### config.mk
export PLATFORM = sky130hd
export DESIGN_NAME = ilst_cell
export DESIGN_NICKNAME = d
export VERILOG_FILES = /design/src/ilst_pkg.sv /design/src/ilst_cell.sv
export SDC_FILE = /design/constraint.sdc
export NUM_CORES = 1
export LEC_CHECK = 0
export BUFFER_PORTS_ARGS = -buffer_cell sky130_fd_sc_hd__buf_4
export CORE_MARGIN = 2
export CORE_UTILIZATION = 46
export DETAILED_ROUTE_END_ITERATION = 6
export PLACE_DENSITY_LB_ADDON = 0.25
export SYNTH_ARGS = -nofsm -noshare
export SYNTH_HDL_FRONTEND = slang
export SYNTH_SLANG_ARGS = --single-unit
### constraint.sdc
create_clock -name i_clk -period 8.78 [get_ports i_clk]
set_input_delay 0.439 -clock i_clk [delete_from_list [all_inputs] [get_ports i_clk]]
set_output_delay 0.439 -clock i_clk [all_outputs]
set_load 0.01 [all_outputs]
### src/ilst_pkg.sv
// ----------------------------------------------------------------------------
// ilst_pkg
// Shared types and codes for the indexed list store: command and status
// codes, and the control word broadcast along the row of entry cells.
// ----------------------------------------------------------------------------
package ilst_pkg;

    typedef enum logic [2:0] {
        CMD_PUSH   = 3'd0,
        CMD_POP    = 3'd1,
        CMD_INSERT = 3'd2,
        CMD_REMOVE = 3'd3,
        CMD_LOOKUP = 3'd4,
        CMD_CLEAR  = 3'd5
    } t_cmd;

    typedef enum logic [1:0] {
        ST_OK    = 2'd0,
        ST_RANGE = 2'd1,
        ST_EMPTY = 2'd2,
        ST_FULL  = 2'd3
    } t_status;

    typedef enum logic [1:0] {
        OP_HOLD   = 2'd0,
        OP_INSERT = 2'd1,
        OP_REMOVE = 2'd2
    } t_cell_op;

    typedef struct packed {
        logic     en;     // a word was accepted this cycle
        t_cell_op op;
        logic     rd_en;  // one cell presents its entry on its tap
    } t_cell_ctl;

endpackage

### src/ilst_cell.sv
// ----------------------------------------------------------------------------
// ilst_cell
// One entry of the list. Takes the broadcast word, its lower neighbour or
// its upper neighbour, and registers its old entry on the tap when read.
// ----------------------------------------------------------------------------
module ilst_cell
    import ilst_pkg::*;
#(
    parameter int IDX_W = 7,
    parameter int IDX   = 0
) (
    input  logic              i_clk,
    input  t_cell_ctl         i_ctl,
    input  logic [IDX_W-1:0]  i_tgt,
    input  logic [IDX_W-1:0]  i_rd,
    input  logic [31:0]       i_word,
    input  logic [31:0]       i_lower,
    input  logic [31:0]       i_upper,
    output logic [31:0]       o_data,
    output logic [31:0]       o_tap
);

    localparam logic [IDX_W-1:0] MyIdx = IDX_W'(IDX);

    logic [31:0] r_data;
    logic [31:0] n_data;
    logic [31:0] r_tap;
    logic [31:0] n_tap;

    always_comb begin
        n_data = r_data;
        case (i_ctl.op)
            OP_INSERT: begin
                if (MyIdx == i_tgt) begin
                    n_data = i_word;
                end else if (MyIdx > i_tgt) begin
                    n_data = i_lower;
                end
            end
            OP_REMOVE: begin
                if (MyIdx >= i_tgt) begin
                    n_data = i_upper;
                end
            end
            default: n_data = r_data;
        endcase
        n_tap = (i_ctl.rd_en && (MyIdx == i_rd)) ? r_data : 32'd0;
    end

    always_ff @(posedge i_clk) begin
        if (i_ctl.en) begin
            r_data <= n_data;
            r_tap  <= n_tap;
        end
    end

    assign o_data = r_data;
    assign o_tap  = r_tap;

endmodule

==> run summary, run 1 <==
Status -> complete, no violations
DP HPWL -> 6820 microns
DRT iter0 DRCs -> 142
Final min period -> 2.89 ns
WP data required -> 8.79 ns
Family with the most delay on the worst path -> simple AND/OR/NAND/NOR gates
Port bufs -> 178
CTS tree -> yes
Final period util -> 0.329
DR vias/cell -> 5.41
Synth warn -> 0
Die W -> 86.6 microns
CP cell instances -> buf_4 -> or4_1 -> or2_1 -> nor2_2 -> buf_4
Synth Register Bits -> 64
H-tree Lvls -> 3
Routed wire per std cell -> 17.4 microns
IR Drop Worst-Case VDD -> 84.6 uV
Core area -> 0.00668 sq mm
CP endpoint kind -> flop
Antenna-violating nets left -> 0
Die height -> 86.6 microns
Hold_buf cts -> 0
Share of cells above drive strength 1 -> 0.505
Antenna violations before repair -> 0
RePlAce Congestion -> 0.925
Most frequent cells in the layout -> buf_4, edfxtp_1, nand2_1
Overflow after GRT -> 0
Pleak -> 0.00200 uW
Detailed Routing Iterations Pass 1 -> 4
CTS sink count -> 64
Post-synth cell types -> 18
Post-Synthesis Cell Area -> 0.00314 sq mm
Largest net degree at the start of global routing -> 65
Most common cell after layout, fill and taps aside -> buf_4
Max Clock Freq -> 346 MHz
Final Power -> 705 uW
Top Ports -> 179
Antenna Cells -> 0
Final Hold Fails -> 0
RSZ-0062 raised after global routing -> false
CTS Buffer Depth -> 2
WP data arrival -> 2.90 ns
Setup tns final -> 0 ns
Setup violations, final -> 0
Total vias in the final route -> 2779
Resize count post-CTS -> 0
CP max FO -> 33
PD cells -> 150 mW/mm^2
Setup bufs post-CTS -> 0
Syn nets -> 376
CP Class -> input port to flop
Vias in the first global route -> 2726
Fin nets -> 544
DRC viols -> 0
Maxcap violations -> 0
Worst path slowest cell -> or4_1
Cells after synthesis -> 261
TritonCTS Buffers -> 9
Rows -> 30
CTS clk-pin slew, worst paths -> 0.07 ns
Initial core utilization -> 0.469
CP Launch Type -> input port
Detailed-route wire length -> 8920 microns
Root buf cell -> clkbuf_8
Worst-skew pair later-pin latency -> 0.33 ns
Actual slew at the worst max-slew pin -> 1.04 ns
Clk_skew -> 0.00275 ns
Register area share after synthesis -> 0.613
Area growth from synthesis to layout -> 50.2%
Crit-path max cell delay -> 0.99 ns
Slew Limit Headroom -> 0.298
GR Layer Usage met2 -> 0.384
First-pass GRT wire length -> 13400 microns
Synth Area per Inst -> 12.0 sq um
Final slew viol count -> 0
Hold Crit Class -> input port to flop
Busiest grt layer -> met2
M3 GR Usage -> 0.0457
Buf+Inv Stages, Crit Path -> 2
Gr usage total -> 0.238
Full die area -> 0.00750 sq mm
GR Layer Usage met1 -> 0.311
Cell mode on critical path -> buf_4
-- routing by layer --
layer  routed length (microns)  share of wire
met5                         0              0
met4                       233          0.026
met3                       644          0.072
met2                      4480           0.50
met1                      3560           0.40
-- cell type report --
type,instances,area [sq um]
fillers,504,1970
flip-flops and latches,64,1920
repair buffers,181,1360
multi-input cells,173,1110
clock buffers,9,124
well taps,80,100
clock inverters,7,96.3
-- per-stage QoR --
stage	util	hold slack (ns)	area, sq um	cells	worst slack [ns]
after detailed placement	0.672	0.546	4490	498	5.55
after CTS	0.705	0.385	4710	514	5.90
final	0.705	0.405	4710	514	5.89
after global routing	0.705	0.399	4710	514	5.75
after global placement	0.672	0.551	4490	498	5.63
after floorplan	-	0.551	3140	261	5.39
-- worst min-delay path, delay by kind of cell --
kind	cells	cell delay (ns)
buf+inv	1	0.08
compound gates	1	0.06
simple gates	1	0.05
-- cells in the mapped netlist --
| cell type | n | area, sq um |
|---|---|---|
| and4b_1 | 1 | 10.0 |
| clkbuf_1 | 21 | 78.8 |
| nor2b_1 | 2 | 12.5 |
| nor2_1 | 10 | 37.5 |
| nand2b_1 | 1 | 6.26 |
| a31oi_1 | 7 | 43.8 |
| nand4b_1 | 7 | 61.3 |
| edfxtp_1 | 64 | 1920 |
| o211ai_1 | 31 | 233 |
| buf_6 | 3 | 33.8 |
| o211ai_2 | 19 | 238 |
| nand2_1 | 50 | 188 |
| or3_1 | 1 | 6.26 |
| and2_1 | 32 | 200 |
| nor4_1 | 2 | 12.5 |
| or4_1 | 1 | 7.51 |
| or2_1 | 1 | 6.26 |
| o21ai_0 | 8 | 40.0 |
-- final timing paths --
kind         slack, ns                       to  depth (start not counted)            startpoint
min reg2reg       0.56  o_tap[25]$_SDFFCE_PN0P_                          1  o_data[25]$_DFFE_PP_
max reg2reg       7.93   o_tap[0]$_SDFFCE_PN0P_                          1   o_data[0]$_DFFE_PP_
max               5.89     o_data[28]$_DFFE_PP_                          5              i_tgt[4]
min               0.40     o_data[16]$_DFFE_PP_                          3           i_upper[16]
-- logic make-up after synthesis --
family | Yosys count | synth area share
buf+inv | 24 | 0.0359
simple gates | 108 | 0.175
flops | 64 | 0.613
compound gates | 65 | 0.177
-- sequential cells by signal, indices dropped and copies added (netlist names) --
name	flops
o_data	32
o_tap	32
-- where the power goes --
part	switching [uW]	internal, uW
Combinational	39.3	50.7
Sequential	1.28	341
Clock	113	160
Total	153	551
Note: power is estimated with default switching activity, not from simulation.
==> inputs of run 2 (changes only) <==
Settings changed: CORE_UTILIZATION 46 to 40.
Clock period 8.78 ns to 2.65 ns, I/O delays scaled along.
==> run summary, run 2 (synthesized netlist as in run 1, its figures left out) <==
Status -> complete, no violations
Slew Limit Headroom -> 0.441
Comb power frac -> 0.126
PD cells -> 489 mW/mm^2
Setup tns final -> 0 ns
Most common cell after layout, fill and taps aside -> buf_4
Detailed Routing Iterations Pass 1 -> 4
IR Drop Worst-Case VDD -> 276 uV
Dpl ws -> 0.729 ns
Area growth from synthesis to layout -> 52.0%
Full die area -> 0.00857 sq mm
Antenna violations before repair -> 0
Detailed-route wire length -> 8560 microns
Final period util -> 0.593
RSZ-0062 raised after global routing -> false
Die height -> 92.6 microns
CP endpoint kind -> flop
Rows -> 32
Hold Crit Class -> input port to flop
Sequential power share -> 0.486
Overflow after GRT -> 0
Maxcap violations -> 0
Share of cells above drive strength 1 -> 0.509
Top Ports -> 179
Final Hold Fails -> 0
Largest net degree at the start of global routing -> 36
Setup violations, final -> 0
DRT iter0 DRCs -> 136
DRC viols -> 0
Final Power -> 2330 uW
RePlAce Congestion -> 0.887
Resize count post-CTS -> 0
Antenna-violating nets left -> 0
CTS clk-pin slew, worst paths -> 0.07 ns
DP HPWL -> 6570 microns
Gr usage total -> 0.198
Internal cell power -> 1830 uW
Root buf cell -> clkbuf_8
TritonCTS Buffers -> 9
CP Class -> input port to flop
Initial core utilization -> 0.410
WP data required -> 2.63 ns
Layout fillers -> 638
Vias in the first global route -> 2563
Core area -> 0.00765 sq mm
CTS tree -> yes
Final Non-Filler Cells -> 540
WP data arrival -> 1.55 ns
CP Launch Type -> input port
DR vias/cell -> 4.90
CP max FO -> 32
Antenna Cells -> 0
Inst Count DP -> 524
Max Clock Freq -> 637 MHz
Clk network pwr share -> 0.388
First-pass GRT wire length -> 12900 microns
Clk_skew -> 0.00495 ns
Routed wire per std cell -> 15.9 microns
Final slew viol count -> 0
Pleak -> 0.00202 uW
Actual slew at the worst max-slew pin -> 0.838 ns
Final min period -> 1.57 ns
Sw Share -> 0.216
Most frequent cells in the layout -> buf_4, edfxtp_1, nand2_1
Fin nets -> 548
Worst-skew pair later-pin latency -> 0.33 ns
Final Worst Setup Slack -> 1.08 ns
CTS Buffer Depth -> 2
Hold_buf cts -> 0
Total vias in the final route -> 2647
Die W -> 92.6 microns
Port bufs -> 178
CTS sink count -> 64
P_sw -> 503 uW
H-tree Lvls -> 3
Setup bufs post-CTS -> 0
## run 2: final cells by class
class                           count  area (sq um)  area share
Timing Repair Buffer              185          1390       0.291
Tap cell                          102           128      0.0268
Clock buffer                        9           124      0.0260
Clock inverter                      7          96.3      0.0202
Sequential cell                    64          1920       0.403
Multi-Input combinational cell    173          1110       0.233
## run 2: metrics by stage
| stage | util | hold slack (ns) | cell area, sq um |
|---|---|---|---|
| 2_1_floorplan | - | 0.245 | 3140 |
| 3_3_place_gp | 0.595 | 0.425 | 4550 |
| 3_5_place_dp | 0.595 | 0.431 | 4550 |
| 4_1_cts | 0.624 | 0.0847 | 4770 |
| 5_1_grt | 0.624 | 0.0916 | 4770 |
| 6_report | 0.624 | 0.0939 | 4770 |
## run 2: layer usage
layer,share of wire,global-route usage,vias up
met5,0,0,-
met4,0.017,0.0734,0
met3,0.058,0.0325,14
met2,0.52,0.336,99
met1,0.40,0.255,1213
li1,-,-,1321
## run 2: worst max-delay path, stage by stage
cell and delay (ns):
buf_4 0.11, or4_1 0.54, or2_1 0.27, nor2_2 0.10, buf_4 0.38
## run 2: power groups by stage
stage                     Combinational, uW  Clock, uW  Sequential, uW
final                                   293        905            1130
after global routing                    322        959            1140
after CTS                               296        918            1130
after detailed placement                296          0            1160
after global placement                  289          0            1160
after floorplan                         104          0            1160
## run 2: final timing paths
check                       from                endpoint  slack (ns)  depth (start not counted)
min                  i_upper[17]    o_data[17]$_DFFE_PP_        0.09                          3
min reg2reg  o_data[2]$_DFFE_PP_  o_tap[2]$_SDFFCE_PN0P_        0.57                          1
max                     i_tgt[4]     o_data[2]$_DFFE_PP_        1.08                          5
max reg2reg  o_data[9]$_DFFE_PP_  o_tap[9]$_SDFFCE_PN0P_        1.81                          1
